$ cat config.mk
export PLATFORM = sky130hd
export DESIGN_NAME = positional_list_store
export DESIGN_NICKNAME = d
export VERILOG_FILES = /design/src/pls_pkg.sv /design/src/pls_cell.sv /design/src/positional_list_store.sv
export SDC_FILE = /design/constraint.sdc
export NUM_CORES = 2
export LEC_CHECK = 0
export BUFFER_PORTS_ARGS = -buffer_cell sky130_fd_sc_hd__buf_2
export CAP_MARGIN = 20
export CORE_MARGIN = 8
export CORE_UTILIZATION = 28
export DETAILED_ROUTE_END_ITERATION = 10
export GPL_TIMING_DRIVEN = 0
export HOLD_SLACK_MARGIN = 0.06
export SLEW_MARGIN = 20
export SYNTH_ARGS = -nofsm -noshare
export SYNTH_HDL_FRONTEND = slang
export SYNTH_HIERARCHICAL = 1
export SYNTH_SLANG_ARGS = --single-unit
$ cat constraint.sdc
create_clock -name i_clk -period 14.45 [get_ports i_clk]
set_clock_uncertainty 0.05 [all_clocks]
set_input_delay 1.445 -clock i_clk [delete_from_list [all_inputs] [get_ports i_clk]]
set_output_delay 1.445 -clock i_clk [all_outputs]
set_load 0.02 [all_outputs]
$ cat src/pls_pkg.sv
// Shared types, request and status codes, and default sizes for the positional list store.
package pls_pkg;

    // Default sizes, used as parameter defaults on the top level.
    localparam int DEPTH_DEF      = 16;
    localparam int DATA_WIDTH_DEF = 32;

    // Fixed port field widths.
    localparam int REQ_W    = 4;
    localparam int POS_W    = 5;
    localparam int VALUE_W  = 32;
    localparam int STATUS_W = 2;
    localparam int COUNT_W  = 5;

    // Request codes carried on the request type port.
    typedef enum logic [REQ_W-1:0] {
        REQ_ADD_FRONT    = 4'd0,
        REQ_ADD_END      = 4'd1,
        REQ_ADD_AT       = 4'd2,
        REQ_REMOVE_FRONT = 4'd3,
        REQ_REMOVE_END   = 4'd4,
        REQ_REMOVE_AT    = 4'd5,
        REQ_READ_FRONT   = 4'd6,
        REQ_READ_END     = 4'd7,
        REQ_READ_AT      = 4'd8,
        REQ_SEARCH       = 4'd9
    } t_req;

    // Status codes reported with every result.
    typedef enum logic [STATUS_W-1:0] {
        ST_OK    = 2'd0,
        ST_EMPTY = 2'd1,
        ST_RANGE = 2'd2,
        ST_FULL  = 2'd3
    } t_status;

    // Update that every cell of the row applies in parallel.
    typedef enum logic [1:0] {
        CELL_HOLD   = 2'd0,
        CELL_INSERT = 2'd1,
        CELL_REMOVE = 2'd2
    } t_cell_op;

    // Control bundle broadcast from the decoder to the row of cells.
    typedef struct packed {
        t_cell_op op;
        logic     rd_en;
        logic     srch_en;
    } t_cell_ctl;

endpackage

$ cat src/pls_cell.sv
// One storage cell of the list row: holds one entry, shifts with its neighbors, reads and compares.
module pls_cell #(
    parameter int DATA_WIDTH = 32,
    parameter int IDX_W      = 5,
    parameter int INDEX      = 0
) (
    input  logic                  i_clk,
    input  pls_pkg::t_cell_ctl    i_ctl,
    input  logic [IDX_W-1:0]      i_target,
    input  logic [IDX_W-1:0]      i_count,
    input  logic [DATA_WIDTH-1:0] i_word,
    input  logic [DATA_WIDTH-1:0] i_prev_data,
    input  logic [DATA_WIDTH-1:0] i_next_data,
    input  logic [DATA_WIDTH-1:0] i_rd_chain,
    input  logic                  i_hit_chain,
    output logic [DATA_WIDTH-1:0] o_data,
    output logic [DATA_WIDTH-1:0] o_rd_chain,
    output logic                  o_hit_chain
);
    import pls_pkg::*;

    localparam logic [IDX_W-1:0] MY_IDX = IDX_W'(INDEX);

    logic [DATA_WIDTH-1:0] r_data;
    logic [DATA_WIDTH-1:0] n_data;

    // Insertion moves entries above the target up; removal pulls entries from above down.
    always_comb begin
        n_data = r_data;
        case (i_ctl.op)
            CELL_INSERT: begin
                if (MY_IDX == i_target) begin
                    n_data = i_word;
                end else if (MY_IDX > i_target) begin
                    n_data = i_prev_data;
                end
            end
            CELL_REMOVE: begin
                if (MY_IDX >= i_target) begin
                    n_data = i_next_data;
                end
            end
            default: begin
                n_data = r_data;
            end
        endcase
    end

    always_ff @(posedge i_clk) begin
        r_data <= n_data;
    end

    // The read word and the search hit ripple along the row, each cell adding its own share.
    assign o_rd_chain  = (i_ctl.rd_en && (MY_IDX == i_target)) ? r_data : i_rd_chain;
    assign o_hit_chain = i_hit_chain
                       | (i_ctl.srch_en && (MY_IDX < i_count) && (r_data == i_word));
    assign o_data      = r_data;

endmodule

$ cat src/positional_list_store.sv
// Top level of the positional list store: request decoder, row of cells and result register.
//
// The block keeps an ordered list of up to DEPTH words. It takes one request in every
// cycle (busy is never raised) and presents the result of each request for exactly one
// cycle on o_done, in the cycle after the request beat, in request order. All entries are
// updated in parallel by the row of cells at the accepting edge, so back-to-back inserts,
// removals, reads and searches need no spacing. The result register is the only latency.
// Entries hold no reset value; only the entry count and the result strobe are cleared, so
// the block is ready in the first cycle after reset with no clearing pass.
module positional_list_store #(
    parameter int DEPTH      = pls_pkg::DEPTH_DEF,
    parameter int DATA_WIDTH = pls_pkg::DATA_WIDTH_DEF
) (
    input  logic                          i_clk,
    input  logic                          i_rst_n,
    input  logic                          start,
    output logic                          busy,
    input  logic [pls_pkg::REQ_W-1:0]     i_req_type,
    input  logic [pls_pkg::POS_W-1:0]     i_position,
    input  logic [pls_pkg::VALUE_W-1:0]   i_value,
    output logic                          o_done,
    output logic [pls_pkg::STATUS_W-1:0]  o_status,
    output logic [pls_pkg::VALUE_W-1:0]   o_read_data,
    output logic                          o_found,
    output logic [pls_pkg::COUNT_W-1:0]   o_entry_count
);
    import pls_pkg::*;

    localparam int CW = $clog2(DEPTH + 1);
    localparam int MW = (CW > POS_W) ? CW : POS_W;

    logic                  accept;
    logic [DATA_WIDTH-1:0] word;
    logic [MW-1:0]         count_ext;
    logic [MW-1:0]         pos_ext;
    logic [MW-1:0]         target;
    t_cell_ctl             ctl;
    t_status               status;

    logic [CW-1:0]         r_count;
    logic [CW-1:0]         n_count;
    logic                  r_done;
    t_status               r_status;
    logic [VALUE_W-1:0]    r_read_data;
    logic                  r_found;

    logic [DATA_WIDTH-1:0] cell_data [DEPTH];
    logic [DATA_WIDTH-1:0] rd_chain  [DEPTH+1];
    logic                  hit_chain [DEPTH+1];

    // The block never stalls a request.
    assign busy   = 1'b0;
    assign accept = start && !busy;

    assign word      = DATA_WIDTH'(i_value);
    assign count_ext = MW'(r_count);
    assign pos_ext   = MW'(i_position);

    // Decode the request, check it against the count and pick the cell operation.
    always_comb begin
        ctl     = '{op: CELL_HOLD, rd_en: 1'b0, srch_en: 1'b0};
        target  = '0;
        status  = ST_OK;
        n_count = r_count;
        case (i_req_type)
            REQ_ADD_FRONT, REQ_ADD_END, REQ_ADD_AT: begin
                if (i_req_type == REQ_ADD_FRONT) begin
                    target = '0;
                end else if (i_req_type == REQ_ADD_END) begin
                    target = count_ext;
                end else begin
                    target = pos_ext;
                end
                if (r_count >= CW'(DEPTH)) begin
                    status = ST_FULL;
                end else if (target > count_ext) begin
                    status = ST_RANGE;
                end else begin
                    ctl.op  = CELL_INSERT;
                    n_count = r_count + CW'(1);
                end
            end
            REQ_REMOVE_FRONT, REQ_REMOVE_END, REQ_REMOVE_AT,
            REQ_READ_FRONT, REQ_READ_END, REQ_READ_AT: begin
                if ((i_req_type == REQ_REMOVE_FRONT) || (i_req_type == REQ_READ_FRONT)) begin
                    target = '0;
                end else if ((i_req_type == REQ_REMOVE_END) || (i_req_type == REQ_READ_END)) begin
                    target = count_ext - MW'(1);
                end else begin
                    target = pos_ext;
                end
                if (r_count == '0) begin
                    status = ST_EMPTY;
                end else if (target >= count_ext) begin
                    status = ST_RANGE;
                end else if ((i_req_type == REQ_REMOVE_FRONT) || (i_req_type == REQ_REMOVE_END)
                             || (i_req_type == REQ_REMOVE_AT)) begin
                    ctl.op  = CELL_REMOVE;
                    n_count = r_count - CW'(1);
                end else begin
                    ctl.rd_en = 1'b1;
                end
            end
            REQ_SEARCH: begin
                ctl.srch_en = 1'b1;
            end
            default: begin
                status = ST_OK;
            end
        endcase
        if (!accept) begin
            ctl     = '{op: CELL_HOLD, rd_en: 1'b0, srch_en: 1'b0};
            n_count = r_count;
        end
    end

    // Row of cells; data shifts between neighbors, read and search results ripple along.
    assign rd_chain[0]  = '0;
    assign hit_chain[0] = 1'b0;

    for (genvar g = 0; g < DEPTH; g++) begin : g_cell
        logic [DATA_WIDTH-1:0] prev_data;
        logic [DATA_WIDTH-1:0] next_data;

        if (g == 0) begin : g_first
            assign prev_data = '0;
        end else begin : g_inner_prev
            assign prev_data = cell_data[g-1];
        end

        if (g == DEPTH - 1) begin : g_last
            assign next_data = '0;
        end else begin : g_inner_next
            assign next_data = cell_data[g+1];
        end

        pls_cell #(
            .DATA_WIDTH (DATA_WIDTH),
            .IDX_W      (MW),
            .INDEX      (g)
        ) u_cell (
            .i_clk       (i_clk),
            .i_ctl       (ctl),
            .i_target    (target),
            .i_count     (count_ext),
            .i_word      (word),
            .i_prev_data (prev_data),
            .i_next_data (next_data),
            .i_rd_chain  (rd_chain[g]),
            .i_hit_chain (hit_chain[g]),
            .o_data      (cell_data[g]),
            .o_rd_chain  (rd_chain[g+1]),
            .o_hit_chain (hit_chain[g+1])
        );
    end

    // Entry count and result strobe.
    always_ff @(posedge i_clk) begin
        if (!i_rst_n) begin
            r_count <= '0;
            r_done  <= 1'b0;
        end else begin
            r_count <= n_count;
            r_done  <= accept;
        end
    end

    // Result payload, captured with each request beat.
    always_ff @(posedge i_clk) begin
        if (accept) begin
            r_status    <= status;
            r_read_data <= VALUE_W'(rd_chain[DEPTH]);
            r_found     <= hit_chain[DEPTH];
        end
    end

    assign o_done        = r_done;
    assign o_status      = r_status;
    assign o_read_data   = r_read_data;
    assign o_found       = r_found;
    assign o_entry_count = COUNT_W'(r_count);

endmodule
After elaboration in Yosys (flattened, before gate mapping):

Cells that the tools add are included.

* bits in registers: 553
* input port bits: 44
* output and inout port bits: 42
* word-level logic and storage cells: 352

* $add $sub $neg: 2
* $lt $le $gt $ge: 51
* equal/unequal tests: 79
* mux-type cells: 108
* bitwise operators: 15
* reduce and logical (&&, ||, !) cells: 76

Operator list (number)
* $mux 32: 64
* $pmux 32 s2: 16
* $eq 32x32->1: 16
* $mux 5: 11
* $logic_and 1x1->1: 48
* $ne 3x1->1 const B: 16
* $reduce_and 3->1: 16
* $eq 4x5->1 const A: 8
* $ge 4x5->1 const A: 8
* $gt 4x5->1 const A: 8
* $lt 4x5->1 const A: 8
* $ne 2x1->1 const B: 16
* $eq 3x5->1 const A: 4
* $ge 3x5->1 const A: 4
* $gt 3x5->1 const A: 4
* $lt 3x5->1 const A: 4
* $pmux 5 s2: 2
* $eq 4x3->1 const B: 4
* $or 1x1->1: 15
* $eq 2x5->1 const A: 2
* $ge 1x5->1 const A: 2
* $ge 2x5->1 const A: 2
* $gt 1x5->1 const A: 2
* $gt 2x5->1 const A: 2
* 26 further kinds: 49

Longest topological paths before layout:

* depth in word-level cells: 27
* mapped depth: 30
* gate-level depth less buffers: 28

Modules after synthesis:

The synthesis kept the hierarchy.

Modules (own cells, without submodules)
* pls_cell at g_cell[6].u_cell ...: instances 2, cells each 227, area an instance 2401.1 um^2, sequential area each 960.9 um^2
* pls_cell at g_cell[10].u_cell: instances 1, cells each 226, area an instance 2586.2 um^2, sequential area each 960.9 um^2
* pls_cell at g_cell[0].u_cell: instances 1, cells each 228, area an instance 2567.5 um^2, sequential area each 960.9 um^2
* pls_cell at g_cell[11].u_cell: instances 1, cells each 228, area an instance 2566.2 um^2, sequential area each 960.9 um^2
* pls_cell at g_cell[2].u_cell: instances 1, cells each 228, area an instance 2529.9 um^2, sequential area each 960.9 um^2
* pls_cell at g_cell[15].u_cell: instances 1, cells each 225, area an instance 2519.9 um^2, sequential area each 960.9 um^2
* pls_cell at g_cell[7].u_cell: instances 1, cells each 226, area an instance 2519.9 um^2, sequential area each 960.9 um^2
* pls_cell at g_cell[14].u_cell: instances 1, cells each 229, area an instance 2454.9 um^2, sequential area each 960.9 um^2
* pls_cell at g_cell[13].u_cell: instances 1, cells each 226, area an instance 2452.4 um^2, sequential area each 960.9 um^2
* pls_cell at g_cell[1].u_cell: instances 1, cells each 224, area an instance 2443.6 um^2, sequential area each 960.9 um^2
* pls_cell at g_cell[12].u_cell: instances 1, cells each 227, area an instance 2403.6 um^2, sequential area each 960.9 um^2
* pls_cell at g_cell[8].u_cell: instances 1, cells each 225, area an instance 2402.3 um^2, sequential area each 960.9 um^2
* pls_cell at g_cell[4].u_cell: instances 1, cells each 228, area an instance 2399.8 um^2, sequential area each 960.9 um^2
* pls_cell at g_cell[5].u_cell: instances 1, cells each 224, area an instance 2394.8 um^2, sequential area each 960.9 um^2
* 2 more rows

Least setup slack after synthesis:

OpenSTA, ideal clock, no wires.

* path kind: input to register
* from: input i_req_type[1] (netlist bit)
* to: register g_cell[5].u_cell.r_data[0], enable pin
* setup time: 0.594 ns
* arrival: 10.306 ns
* required time: 13.806 ns
* path slack: 3.500 ns
* cell stages on the path: 11
* buffers on the path: 2
* cell sequence: clkbuf_1 > or3_1 > clkbuf_1 > o21ai_0 > ha_1 > nand2_1 > a211o_1 > a21oi_1 > nor3_1 > xnor2_1 > a2111oi_0

RTL lines
* from (decl): RTL line positional_list_store.sv:18 `input logic [pls_pkg::REQ_W-1:0] i_req_type,`
* to (signal assigned): RTL line pls_cell.sv:50 `r_data <= n_data;`
* to (decl): RTL line pls_cell.sv:24 `logic [DATA_WIDTH-1:0] r_data;`

==> impl_metrics.json <==
{
  "status": "finished clean",
  "cap_violations": 0,
  "gp_congestion": 0.967,
  "post-place-ws_ps": 5110,
  "layoutNonFillerInstCount": 6088,
  "path_clk_slew_ps": 60,
  "synth_area_um2": 41600,
  "die-area_um2": 161000,
  "routed_wl_mm": 142,
  "finalHoldViolCount": 0,
  "ys.flop_type": "edfxtp_1",
  "vias": 31800,
  "ys_seq_elements": 553,
  "vdd_drop_max_v": 0.0000846,
  "worst_pin_slew_ps": 1160,
  "syn_area_per_cell_um2": 10.9,
  "fin_crit_ps": 9400,
  "port_buffers": 83,
  "slew_headroom": 0.226,
  "drt_iter0_drc": 3072,
  "drv_slew": 0,
  "grt_pass1_wl_mm": 210,
  "fmax_mhz": 106,
  "post_cts_buffers": 0,
  "clk_latency_ps": 660,
  "cp.arrival_ps": 9760,
  "final_nets": 4167,
  "antenna_left": 0,
  "cp_max_fo": 16,
  "power.leakage_nw": 16.3,
  "powerDensity_nw_per_um2": 83.9,
  "clockBufferDepth": 3,
  "die_x_um": 402,
  "cts_max_level": 2,
  "cp_slowest_stage_delay_ps": 1060,
  "num_io_pins": 86,
  "die_y_um": 402,
  "numCtsBuffers": 61,
  "grt_usage": 0.167,
  "synth_area_leaders": "edfxtp_1, mux2i_1, xnor2_1",
  "antenna_found_initial": 3,
  "cts_tree": "yes",
  "yosys.area.top_type_share": 0.395,
  "synth-edff-count": 547,
  "cpMostUsedCell": "mux2_1",
  "synth_area_leader_cell": "edfxtp_1",
  "grt_max_degree": 42,
  "areaGrowthSynthToFinish_pct": 13.8,
  "ys_types": 80,
  "fp.coreArea_um2": 148000,
  "synth_seq_area_share": 0.397,
  "hold_class": "flip-flop to flip-flop",
  "overflow": 0,
  "post_cts_resized": 0,
  "start_kind": "flip-flop",
  "grt_setup_unrepaired": "no",
  "crit_required_ps": 14800,
  "setup_ws_ps": 5050,
  "end_kind": "flip-flop",
  "wl_per_cell_um": 23.3,
  "clock_sinks": 553,
  "drt_first_pass_iters": 5,
  "drive_gt1_frac": 0.155,
  "drc": 0,
  "placementRows": 141,
  "crit_type": "flip-flop to flip-flop",
  "holdBufCountCts": 0,
  "synth_most_common_cell": "nand2_1",
  "grt_pass1_vias": 32400,
  "fin_util": 0.321,
  "vias_per_cell": 5.22,
  "crit_slowest_cell": "dfxtp_1",
  "fin_crit_sh": 0.651,
  "synthArstFlopShare": 0,
  "start_util": 0.282,
  "yosysWarnings": 6,
  "syn_inst": 3823,
  "synth_commonest_cells": "nand2_1, edfxtp_1, mux2i_1",
  "root_buffer": "clkbuf_16",
  "place_hpwl_mm": 110,
  "dp.cells": 5977,
  "setup_violations": 0
}
-- final timing paths --
path	from	to	slack, ps	depth (start not counted)
worst min-delay path	g_cell[15].u_cell/o_data[31]	g_cell[14].u_cell/o_data[31]	570	2
worst max-delay path	o_entry_count[0]	o_read_data[16]	5050	29
worst min register to register	g_cell[15].u_cell/o_data[31]	g_cell[14].u_cell/o_data[31]	570	2
worst max register to register	o_entry_count[0]	o_read_data[16]	5050	29
-- logic make-up (layout without fill, tap and decap cells) --
group | Yosys count | in the layout | share of synthesized area
flip-flops | 553 | 553 | 0.397
XOR/XNOR | 522 | 522 | 0.110
other | 1 | 99 | 0.0000901
buffers and inverters | 250 | 487 | 0.0334
adder cells (fa/ha/maj) | 13 | 13 | 0.00391
AND/OR/NAND/NOR | 840 | 840 | 0.0965
AO/OA/AOI/OAI | 618 | 618 | 0.0804
multiplexers | 1026 | 1026 | 0.278
-- metal layers --
layer	vias to the layer above	part of all wire	wire [um]	track usage
met5	-	0.000077	11	0
met4	2	0.022	3170	0.0369
met3	187	0.089	12600	0.0418
met2	1145	0.45	64500	0.268
met1	15900	0.43	61700	0.225
li1	14500	-	-	-
-- power by group --
group	switching [mW]	total, mW	internal [mW]
Sequential	0.0445	1.85	1.81
Clock	0.688	1.50	0.814
Combinational	0.373	0.619	0.246
-- cell usage in the layout, fill, tap and decap left out, types with 92 or more instances in the layout --
cell type	Yosys	final
buf_2	59	150
clkbuf_1	112	125
conb_1	1	98
edfxtp_1	547	547
mux2_1	250	250
mux2_4	180	180
mux2i_1	514	514
nand2_1	550	550
nand4_1	92	92
o21ai_0	336	336
o21ai_1	196	196
xnor2_1	413	413
xor2_1	109	109
-- critical path, delay by kind of cell, from the launching register on --
kind	cells	cell delay, ps
XOR/XNOR	1	190
flip-flops	1	1060
adder cells (fa/ha/maj)	2	620
AND/OR/NAND/NOR	4	1100
multiplexers	15	4410
AO/OA/AOI/OAI	4	880
buffers and inverters	3	800
-- stage by stage --
step / hold WS, ps / TNS [ps] / instance area (um2) / total power [mW]
5_1_grt: 604 / 0 / 47400 / 4.09
2_1_floorplan: 513 / 0 / 42000 / 2.23
4_1_cts: 574 / 0 / 47300 / 3.99
6_report: 571 / 0 / 47400 / 3.97
3_3_place_gp: 552 / -46330 / 44800 / 2.46
3_5_place_dp: 558 / 0 / 45500 / 2.49
-- layout make-up --
class	instances	area (um2)
antenna	1	2.50
buffer	228	1310
sequential	553	16500
clock buffer	75	1600
tap	1930	2410
multi-input combinational	3117	24200
timing repair buffer	127	946
inverter	22	82.6
fill	15000	100000
clock inverter	35	225
-- registers in the layout, indices dropped and copies added, names as in the netlist --
register and count:
o_found 1, o_status 2, o_entry_count 5, g_cell.u_cell/o_data 512, o_done 1, o_read_data 32
Power figures use the tool's default switching activity.
